## src/rtl/core/tsrt_pkg.sv

```systemverilog
`timescale 1ns / 1ps
`default_nettype none
package tsrt_pkg;

	// table size and the width of a count that can hold it
	localparam int DEPTH = 16;
	localparam int CNT_W = $clog2(DEPTH + 1);
	localparam int SEQ_W = 32;

	typedef enum logic [3:0] {
		OP_APPEND  = 4'd0,
		OP_INSERT  = 4'd1,
		OP_COVERED = 4'd2,
		OP_TOTAL   = 4'd3,
		OP_OVERLAP = 4'd4,
		OP_SPAN    = 4'd5,
		OP_CHAIN   = 4'd6,
		OP_DELBEF  = 4'd7,
		OP_CLEAR   = 4'd8
	} opcode_t;

	typedef enum logic [1:0] {
		ST_IDLE,
		ST_SCAN,
		ST_FIN
	} state_t;

	// one stored byte range [rbeg, rend)
	typedef struct packed {
		logic [SEQ_W-1:0] rbeg;
		logic [SEQ_W-1:0] rend;
	} entry_t;

	// wrapping sequence order: a before b
	function automatic logic seq_before(input logic [SEQ_W-1:0] a, input logic [SEQ_W-1:0] b);
		logic [SEQ_W-1:0] d;
		d = a - b;
		return d[SEQ_W-1];
	endfunction

endpackage
`default_nettype wire

```

## src/rtl/core/tsrt_if.sv

```systemverilog
`timescale 1ns / 1ps
`default_nettype none
interface tsrt_in_if;
	logic        valid;
	logic        ready;
	logic [3:0]  opcode;
	logic [31:0] seq_a;
	logic [31:0] seq_b;

	modport source (output valid, output opcode, output seq_a, output seq_b, input ready);
	modport sink   (input valid, input opcode, input seq_a, input seq_b, output ready);
endinterface

interface tsrt_out_if;
	logic        valid;
	logic        ready;
	logic        hit;
	logic [31:0] byte_count;
	logic [31:0] span_low;
	logic [31:0] span_high;
	logic [31:0] next_seq;
	logic        table_full;

	modport source (output valid, output hit, output byte_count, output span_low,
		output span_high, output next_seq, output table_full, input ready);
	modport sink   (input valid, input hit, input byte_count, input span_low,
		input span_high, input next_seq, input table_full, output ready);
endinterface
`default_nettype wire

```

## src/rtl/core/tsrt_cell.sv

```systemverilog
`timescale 1ns / 1ps
`default_nettype none
// One slot of the range queue: takes its upper neighbour on a pop,
// or the pushed word when it is the write slot.
module tsrt_cell (
	input  wire logic            clk,
	input  wire logic            shift,
	input  wire logic            load,
	input  tsrt_pkg::entry_t     nbr,
	input  tsrt_pkg::entry_t     wdata,
	output tsrt_pkg::entry_t     q
);

	tsrt_pkg::entry_t entry_q;

	always_ff @(posedge clk) begin
		if (load) begin
			entry_q <= wdata;
		end else if (shift) begin
			entry_q <= nbr;
		end
	end

	assign q = entry_q;

endmodule
`default_nettype wire

```

## src/rtl/core/tcp_seq_range_table.sv

```systemverilog
`timescale 1ns / 1ps
`default_nettype none
// Ordered table of up to DEPTH TCP byte ranges kept in a row of cells that
// works as a queue: each scan step takes the oldest range out of cell 0 and
// writes it back at the tail (or drops it), or writes a new range at the
// tail ahead of it, so one pass visits every stored range. Append, clear and
// unknown opcodes finish without a pass; covered, total, overlap, span and
// delete-before make one pass; insert makes one pass, plus a step that
// writes the new range when a range beginning at the new end is found; chain
// delete does one pass per removed range plus a final pass. One word is
// processed at a time; a new word is taken while the last result waits.
module tcp_seq_range_table (
	input  wire logic  clk,
	input  wire logic  arst_n,
	tsrt_in_if.sink    in_ch,
	tsrt_out_if.source out_ch
);

	localparam int CW = tsrt_pkg::CNT_W;
	localparam int N  = tsrt_pkg::DEPTH;

	tsrt_pkg::state_t  state_q, state_d;
	tsrt_pkg::opcode_t op_q;
	logic [31:0]       a_q, b_q;
	logic [CW-1:0]     cnt_q, cnt_d, n_q, n_d, idx_q, idx_d;
	logic              flag_q, flag_d, res_q, res_d, full_q, full_d;
	logic [31:0]       acc_q, acc_d, lo_q, lo_d, hi_q, hi_d, nxt_q, nxt_d;

	logic              ovalid_q;
	logic              o_hit_q, o_full_q;
	logic [31:0]       o_cnt_q, o_lo_q, o_hi_q, o_nxt_q;
	logic              oload;

	logic              pop, push;
	tsrt_pkg::entry_t  wdata, head;
	logic [CW-1:0]     wpos;
	tsrt_pkg::entry_t  cq [N];
	tsrt_pkg::entry_t  nbr [N];

	// cell row
	for (genvar i = 0; i < N; i++) begin : g_cell
		if (i == N - 1) begin : g_last
			assign nbr[i] = '0;
		end else begin : g_mid
			assign nbr[i] = cq[i+1];
		end
		tsrt_cell u_cell (
			.clk   (clk),
			.shift (pop),
			.load  (push && (wpos == CW'(i))),
			.nbr   (nbr[i]),
			.wdata (wdata),
			.q     (cq[i])
		);
	end

	assign head = cq[0];
	assign wpos = cnt_q - CW'(pop);

	// sequencer
	always_comb begin
		logic        bb, ba, rem;
		logic [31:0] ov_hi, ov_lo;
		state_d = state_q;
		cnt_d   = cnt_q;
		n_d     = n_q;
		idx_d   = idx_q;
		flag_d  = flag_q;
		res_d   = res_q;
		full_d  = full_q;
		acc_d   = acc_q;
		lo_d    = lo_q;
		hi_d    = hi_q;
		nxt_d   = nxt_q;
		pop     = 1'b0;
		push    = 1'b0;
		wdata   = head;
		oload   = 1'b0;
		bb      = tsrt_pkg::seq_before(head.rbeg, b_q);
		ba      = tsrt_pkg::seq_before(a_q, head.rend);
		ov_hi   = tsrt_pkg::seq_before(head.rend, b_q) ? head.rend : b_q;
		ov_lo   = tsrt_pkg::seq_before(a_q, head.rbeg) ? head.rbeg : a_q;
		rem     = !tsrt_pkg::seq_before(a_q, head.rend);
		unique case (state_q)
			tsrt_pkg::ST_IDLE: begin
				if (in_ch.valid) begin
					state_d = tsrt_pkg::ST_SCAN;
					n_d     = cnt_q;
					idx_d   = '0;
					flag_d  = 1'b0;
					res_d   = 1'b0;
					full_d  = 1'b0;
					acc_d   = '0;
					lo_d    = in_ch.seq_a;
					hi_d    = in_ch.seq_a;
					nxt_d   = in_ch.seq_a;
				end
			end
			tsrt_pkg::ST_SCAN: begin
				unique case (op_q)
					tsrt_pkg::OP_APPEND: begin
						state_d = tsrt_pkg::ST_FIN;
						if (cnt_q == CW'(N)) begin
							full_d = 1'b1;
						end else begin
							push  = 1'b1;
							wdata = '{rbeg: a_q, rend: b_q};
						end
					end
					tsrt_pkg::OP_INSERT: begin
						// fullness judged on the count at the start of the word
						if (n_q == CW'(N)) begin
							full_d  = 1'b1;
							state_d = tsrt_pkg::ST_FIN;
						end else if (idx_q == n_q) begin
							state_d = tsrt_pkg::ST_FIN;
							if (!flag_q) begin
								push  = 1'b1;
								wdata = '{rbeg: a_q, rend: b_q};
							end
						end else if (!flag_q && head.rbeg == b_q) begin
							push   = 1'b1;
							wdata  = '{rbeg: a_q, rend: b_q};
							flag_d = 1'b1;
						end else begin
							pop   = 1'b1;
							push  = 1'b1;
							idx_d = idx_q + CW'(1);
						end
					end
					tsrt_pkg::OP_COVERED, tsrt_pkg::OP_TOTAL, tsrt_pkg::OP_OVERLAP,
					tsrt_pkg::OP_SPAN: begin
						if (idx_q == n_q) begin
							state_d = tsrt_pkg::ST_FIN;
						end else begin
							pop   = 1'b1;
							push  = 1'b1;
							idx_d = idx_q + CW'(1);
							// later trigger wins: same as a newest-first scan
							if (op_q == tsrt_pkg::OP_COVERED) begin
								if (!tsrt_pkg::seq_before(a_q, head.rbeg) && ba) begin
									res_d = 1'b1;
								end else if (tsrt_pkg::seq_before(a_q, head.rbeg)) begin
									res_d = 1'b0;
								end
							end else if (op_q == tsrt_pkg::OP_TOTAL) begin
								acc_d = acc_q + (head.rend - head.rbeg);
							end else if (op_q == tsrt_pkg::OP_OVERLAP) begin
								if (bb && ba) begin
									acc_d = acc_q + (ov_hi - ov_lo);
								end
							end else begin
								if (tsrt_pkg::seq_before(head.rbeg, lo_q)) begin
									lo_d = head.rbeg;
								end
								if (tsrt_pkg::seq_before(hi_q, head.rend)) begin
									hi_d = head.rend;
								end
							end
						end
					end
					tsrt_pkg::OP_CHAIN: begin
						if (idx_q == n_q) begin
							// restart after a removal, else finished
							if (flag_q) begin
								n_d    = cnt_q;
								idx_d  = '0;
								flag_d = 1'b0;
							end else begin
								state_d = tsrt_pkg::ST_FIN;
							end
						end else begin
							pop   = 1'b1;
							idx_d = idx_q + CW'(1);
							if (!flag_q && head.rbeg == nxt_q) begin
								nxt_d  = head.rend;
								flag_d = 1'b1;
								cnt_d  = cnt_q - CW'(1);
							end else begin
								push = 1'b1;
							end
						end
					end
					tsrt_pkg::OP_DELBEF: begin
						if (idx_q == n_q) begin
							state_d = tsrt_pkg::ST_FIN;
						end else begin
							pop   = 1'b1;
							idx_d = idx_q + CW'(1);
							if (!flag_q && rem) begin
								cnt_d = cnt_q - CW'(1);
							end else begin
								push = 1'b1;
							end
							if (!tsrt_pkg::seq_before(head.rbeg, a_q)) begin
								flag_d = 1'b1;
							end
						end
					end
					tsrt_pkg::OP_CLEAR: begin
						cnt_d   = '0;
						state_d = tsrt_pkg::ST_FIN;
					end
					default: begin
						state_d = tsrt_pkg::ST_FIN;
					end
				endcase
				// only a push without a pop grows the table
				if (op_q == tsrt_pkg::OP_APPEND || op_q == tsrt_pkg::OP_INSERT) begin
					if (push && !pop) begin
						cnt_d = cnt_q + CW'(1);
					end
				end
			end
			tsrt_pkg::ST_FIN: begin
				if (!ovalid_q || out_ch.ready) begin
					oload   = 1'b1;
					state_d = tsrt_pkg::ST_IDLE;
				end
			end
			default: begin
				state_d = tsrt_pkg::ST_IDLE;
			end
		endcase
	end

	assign in_ch.ready = (state_q == tsrt_pkg::ST_IDLE);

	// control registers
	always_ff @(posedge clk or negedge arst_n) begin
		if (!arst_n) begin
			state_q  <= tsrt_pkg::ST_IDLE;
			cnt_q    <= '0;
			ovalid_q <= 1'b0;
		end else begin
			state_q <= state_d;
			cnt_q   <= cnt_d;
			if (oload) begin
				ovalid_q <= 1'b1;
			end else if (out_ch.ready) begin
				ovalid_q <= 1'b0;
			end
		end
	end

	// working registers
	always_ff @(posedge clk) begin
		if (state_q == tsrt_pkg::ST_IDLE && in_ch.valid) begin
			op_q <= tsrt_pkg::opcode_t'(in_ch.opcode);
			a_q  <= in_ch.seq_a;
			b_q  <= in_ch.seq_b;
		end
		n_q    <= n_d;
		idx_q  <= idx_d;
		flag_q <= flag_d;
		res_q  <= res_d;
		full_q <= full_d;
		acc_q  <= acc_d;
		lo_q   <= lo_d;
		hi_q   <= hi_d;
		nxt_q  <= nxt_d;
	end

	// result register; fields not produced by the opcode read zero
	always_ff @(posedge clk) begin
		if (oload) begin
			o_hit_q  <= (op_q == tsrt_pkg::OP_COVERED) && res_q;
			o_full_q <= full_q;
			o_cnt_q  <= (op_q == tsrt_pkg::OP_TOTAL || op_q == tsrt_pkg::OP_OVERLAP) ? acc_q :
				(op_q == tsrt_pkg::OP_SPAN) ? (hi_q - lo_q) : '0;
			o_lo_q   <= (op_q == tsrt_pkg::OP_SPAN) ? lo_q : '0;
			o_hi_q   <= (op_q == tsrt_pkg::OP_SPAN) ? hi_q : '0;
			o_nxt_q  <= (op_q == tsrt_pkg::OP_CHAIN) ? nxt_q : '0;
		end
	end

	assign out_ch.valid      = ovalid_q;
	assign out_ch.hit        = o_hit_q;
	assign out_ch.byte_count = o_cnt_q;
	assign out_ch.span_low   = o_lo_q;
	assign out_ch.span_high  = o_hi_q;
	assign out_ch.next_seq   = o_nxt_q;
	assign out_ch.table_full = o_full_q;

endmodule
`default_nettype wire

```

## src/flat_wrapper.sv

```systemverilog
// flat-port wrapper written by rule: the top's interface ports become plain ports
module tcp_seq_range_table_flat 
  (clk, arst_n, in_ch_valid, in_ch_opcode, in_ch_seq_a, in_ch_seq_b, in_ch_ready, out_ch_valid, out_ch_hit, out_ch_byte_count, out_ch_span_low, out_ch_span_high, out_ch_next_seq, out_ch_table_full, out_ch_ready);
  tsrt_in_if in_ch_i ();
  tsrt_out_if out_ch_i ();
  input  wire logic clk;
  input  wire logic arst_n;
  input wire logic [$bits(in_ch_i.valid)-1:0] in_ch_valid;
  input wire logic [$bits(in_ch_i.opcode)-1:0] in_ch_opcode;
  input wire logic [$bits(in_ch_i.seq_a)-1:0] in_ch_seq_a;
  input wire logic [$bits(in_ch_i.seq_b)-1:0] in_ch_seq_b;
  output wire logic [$bits(in_ch_i.ready)-1:0] in_ch_ready;
  output wire logic [$bits(out_ch_i.valid)-1:0] out_ch_valid;
  output wire logic [$bits(out_ch_i.hit)-1:0] out_ch_hit;
  output wire logic [$bits(out_ch_i.byte_count)-1:0] out_ch_byte_count;
  output wire logic [$bits(out_ch_i.span_low)-1:0] out_ch_span_low;
  output wire logic [$bits(out_ch_i.span_high)-1:0] out_ch_span_high;
  output wire logic [$bits(out_ch_i.next_seq)-1:0] out_ch_next_seq;
  output wire logic [$bits(out_ch_i.table_full)-1:0] out_ch_table_full;
  input wire logic [$bits(out_ch_i.ready)-1:0] out_ch_ready;
  assign in_ch_i.valid = in_ch_valid;
  assign in_ch_i.opcode = in_ch_opcode;
  assign in_ch_i.seq_a = in_ch_seq_a;
  assign in_ch_i.seq_b = in_ch_seq_b;
  assign in_ch_ready = in_ch_i.ready;
  assign out_ch_valid = out_ch_i.valid;
  assign out_ch_hit = out_ch_i.hit;
  assign out_ch_byte_count = out_ch_i.byte_count;
  assign out_ch_span_low = out_ch_i.span_low;
  assign out_ch_span_high = out_ch_i.span_high;
  assign out_ch_next_seq = out_ch_i.next_seq;
  assign out_ch_table_full = out_ch_i.table_full;
  assign out_ch_i.ready = out_ch_ready;
  tcp_seq_range_table u_core (.clk(clk), .arst_n(arst_n), .in_ch(in_ch_i), .out_ch(out_ch_i));
endmodule
```

## config.mk

```make
export PLATFORM = sky130hd
export DESIGN_NAME = tcp_seq_range_table_flat
export DESIGN_NICKNAME = d
export VERILOG_FILES = /design/src/rtl/core/tsrt_pkg.sv /design/src/rtl/core/tsrt_if.sv /design/src/rtl/core/tsrt_cell.sv /design/src/rtl/core/tcp_seq_range_table.sv /design/src/flat_wrapper.sv
export SDC_FILE = /design/constraint.sdc
export NUM_CORES = 2
export LEC_CHECK = 0
export BUFFER_PORTS_ARGS = -buffer_cell sky130_fd_sc_hd__buf_2
export CAP_MARGIN = 0
export CORE_ASPECT_RATIO = 1.2
export CORE_MARGIN = 2
export CORE_UTILIZATION = 45
export CTS_CLUSTER_DIAMETER = 100
export DETAILED_ROUTE_END_ITERATION = 7
export HOLD_SLACK_MARGIN = 0.06
export MAX_ROUTING_LAYER = met4
export PLACE_DENSITY = 0.61
export SKIP_CTS_REPAIR_TIMING = 1
export SKIP_LAST_GASP = 1
export SLEW_MARGIN = 20
export SYNTH_ARGS = -nofsm -noshare
export SYNTH_HDL_FRONTEND = slang
export SYNTH_SLANG_ARGS = --single-unit
```

## constraint.sdc

```tcl
create_clock -name clk -period 13.6 [get_ports clk]
set_input_delay 1.36 -clock clk [delete_from_list [all_inputs] [get_ports clk]]
set_output_delay 1.36 -clock clk [all_outputs]
set_load 0.005 [all_outputs]
```

==> summary.txt <==
Status
  • Status: finished, final reports clean

Worst hold path
  • Worst hold endpoint: u_core.out_ch.table_full$_DFFE_PP_
  • Min-delay src: u_core.full_q$_DFFE_PP_
  • WHS Path Cells: 0
  • Path type of the worst min-delay path: reg -> reg

STA
  • Fin. Hold Viols: 0
  • Slew HR: 0.224
  • Final setup fails: 0
  • Worst slew pin tran: 1160 ps
  • Fin crit share: 0.546
  • Fmax: 0.135 GHz
  • Count of pins over their slew limit: 0
  • Setup TNS: 0 ps
  • Minimum clock period: 7430 ps
  • Unrepaired setup endpoints after global routing: false
  • Final Skew: 31.6 ps

Synthesis
  • Synth area leaders: edfxtp_1, mux2_2, ha_1, mux2_4, o21ai_0
  • Post-synth design cell area: 70200 um2
  • Sequential share of the synthesized area: 0.586
  • Yosys cell types: 82
  • Yosys top cell by area: edfxtp_1
  • Syn avg cell area: 13.9 um2
  • Most used DFF post-synth: edfxtp_1
  • Post-Syn Nets: 5481
  • Post-synth EDFFs: around 1400
  • Top cell type's share of synthesized area: 0.583
  • Synth top cells by count: edfxtp_1, mux2_2, inv_1
  • Count leader, synth: edfxtp_1
  • Mapped Cells: about 5000
  • Yosys reg bits: 1371
  • Synth warn: 0
  • Post-synth ARST share: 0.00584

Clock tree
  • CTS sink count: around 1400
  • Worst-Skew Late Latency: around 790 ps
  • CTS tree: built
  • Cts bufs inserted: 144
  • Clock root cell: clkbuf_16
  • Total number of H-tree levels: 4
  • Worst-path clk slew: 70 ps
  • Clk buf depth: 3

Setup path
  • CP Class: reg -> reg
  • Worst-path fanout max: 61
  • R2R Setup Slk: about 6200 ps
  • Critical Path RT: 14120 ps
  • Reg2reg path depth: 26
  • Reg-to-reg critical path endpoint: u_core.acc_q[29]$_SDFFCE_PN0P_
  • Reg2reg start: u_core.b_q[2]$_DFFE_PP_
  • CP Launch Type: flop
  • Endpoint type of the worst setup path: flop
  • Worst Path Arrival: 7950 ps

Route
  • Drt first pass iters: 6
  • Iter 0 DRT Violations: 2742
  • Drt via density: 5.48
  • Vias: 40600
  • Routed WL: approximately 170 mm
  • Final ANT Viol Nets: 0
  • DR WL/cell: 23.0 um
  • DRC viols: 0

Floorplanning
  • Total die area: 159000 um2
  • Die Wd: 365 um
  • I/O pin total: 204
  • Core ar.: 155000 um2
  • Initial core utilization: 0.453
  • # rows: between 150 and 200
  • DIE HEIGHT: between 400 and 500 um

GRT
  • Largest net degree at the start of global routing: 111
  • Global routing's busiest layer: met2
  • Met3 Usage GRT: 0.0245
  • First-pass GRT wire length: 258 mm
  • Number of global-route vias before repair: 40800
  • Total track usage: 0.220
  • Grt total ovfl: 0
  • GR Util met2: 0.338
  • Antenna violations before repair: 10
  • GR Util met1: 0.299

Finish
  • Area grow syn2layout: 11.2%
  • Layout cells sized above 1: 0.288
  • Design area: 78100 um2
  • Final Net Count: around 5700

Place
  • DPL Wire Length: 124 mm
  • Post-DP Area: approximately 74000 um2
  • # port buffers: 203
  • GPL Wtd Cong: 0.959

Job
  • Max-Cap Viols: 0
## per-stage QoR
| step | utilization | setup WS (ps) | instances | hold slack [ps] |
|---|---|---|---|---|
| finish | 0.504 | 6170 | 7403 | 419 |
| global route | 0.504 | 5710 | 7402 | 404 |
| CTS | 0.504 | 6130 | 7400 | 383 |
| detailed placement | 0.475 | 6160 | 7148 | 405 |
| global placement | 0.475 | 6150 | 7148 | 409 |
| floorplan | - | 5740 | 5035 | 400 |
## state kept, by name (all words and copies together), names as in the netlist, 2 cells and up
register and count:
u_core.b_q 32, u_core.hi_q 32, u_core.lo_q 32, u_core.state_q 2
u_core.out_ch.byte_count 32, u_core.out_ch.span_low 32, u_core.op_q 4, u_core.acc_q 32
u_core.nxt_q 32, u_core.cnt_q 5, u_core.idx_q 5, u_core.g_cell.u_cell.q 1024
u_core.n_q 5, u_core.a_q 32, u_core.out_ch.next_seq 32, u_core.out_ch.span_high 32
## how the worst max path moves through the flow
stage / startpoint / endpoint / slack [ps] / cells past startpoint
after CTS: u_core.b_q[2]$_DFFE_PP_ / u_core.acc_q[29]$_SDFFCE_PN0P_ / 6130 / 26
after detailed placement: u_core.b_q[2]$_DFFE_PP_ / u_core.acc_q[29]$_SDFFCE_PN0P_ / 6160 / 26
after floorplan: out_ch_ready / u_core.out_ch.byte_count[0]$_DFFE_PP_ / 5740 / 2
after global routing: u_core.b_q[2]$_DFFE_PP_ / u_core.acc_q[29]$_SDFFCE_PN0P_ / 5710 / 26
after global placement: u_core.b_q[2]$_DFFE_PP_ / u_core.acc_q[29]$_SDFFCE_PN0P_ / 6150 / 26
final: u_core.b_q[2]$_DFFE_PP_ / u_core.acc_q[29]$_SDFFCE_PN0P_ / 6170 / 26
## metal layers
layer  vias up  part of all wire
met4         0             0.042
met2      1024              0.46
met3       287             0.041
met1     20200              0.46
met5         -                 0
li1      19100                 -
## worst max-delay path: stages, from the launching register on
cell	delay, ps
edfxtp_1	400
inv_1	120
ha_1	250
a21o_1	190
a31oi_1	200
o21ai_0	170
a211o_1	360
a211oi_1	510
o31ai_1	160
a21oi_1	330
xnor2_2	150
buf_4	520
nor2_1	100
a21oi_1	240
fa_1	450
inv_1	110
ha_1	240
a21oi_1	240
o221ai_1	260
o221ai_1	550
o22ai_1	340
o221a_2	380
a41o_1	270
o41a_1	320
xor2_1	150
nand2_1	60
a21oi_1	60
## cell families (layout without fill, tap and decap cells)
group,count (synthesis),in the layout,synth area share
muxes,971,971,0.164
and+or+nand+nor,838,838,0.0588
buffers and inverters,603,889,0.0366
adders and majority gates,374,374,0.0734
xor gates and xnor gates,137,137,0.0171
other,0,2,0
AOI/OAI and AO/OA,741,741,0.0645
DFF,1371,1371,0.586
## cell usage in the layout (no fill, tap or decap), types with 91 or more instances in the layout
cell / instances
clkbuf_16: 147
nor2_1: 179
mux2_2: 818
mux2_4: 147
nand2_1: 249
xnor2_1: 95
inv_1: 335
ha_1: 311
edfxtp_1: 1363
buf_4: 97
a21oi_1: 178
o21ai_0: 240
a21o_1: 91
buf_2: 203
## final cells by class
type | instances | area, um2
inverters | 335 | 1260
diodes | 2 | 5.00
clock buffers | 173 | 3780
well taps | 2080 | 2600
fillers | 13200 | 76700
repair buffers | 302 | 1790
flip-flops and latches | 1371 | 41100
multi-input cells | 3061 | 26800
clock inverters | 79 | 741
Power is not shown: default switching activity piles up to over one toggle a cycle in this logic, so the estimate is an artifact.
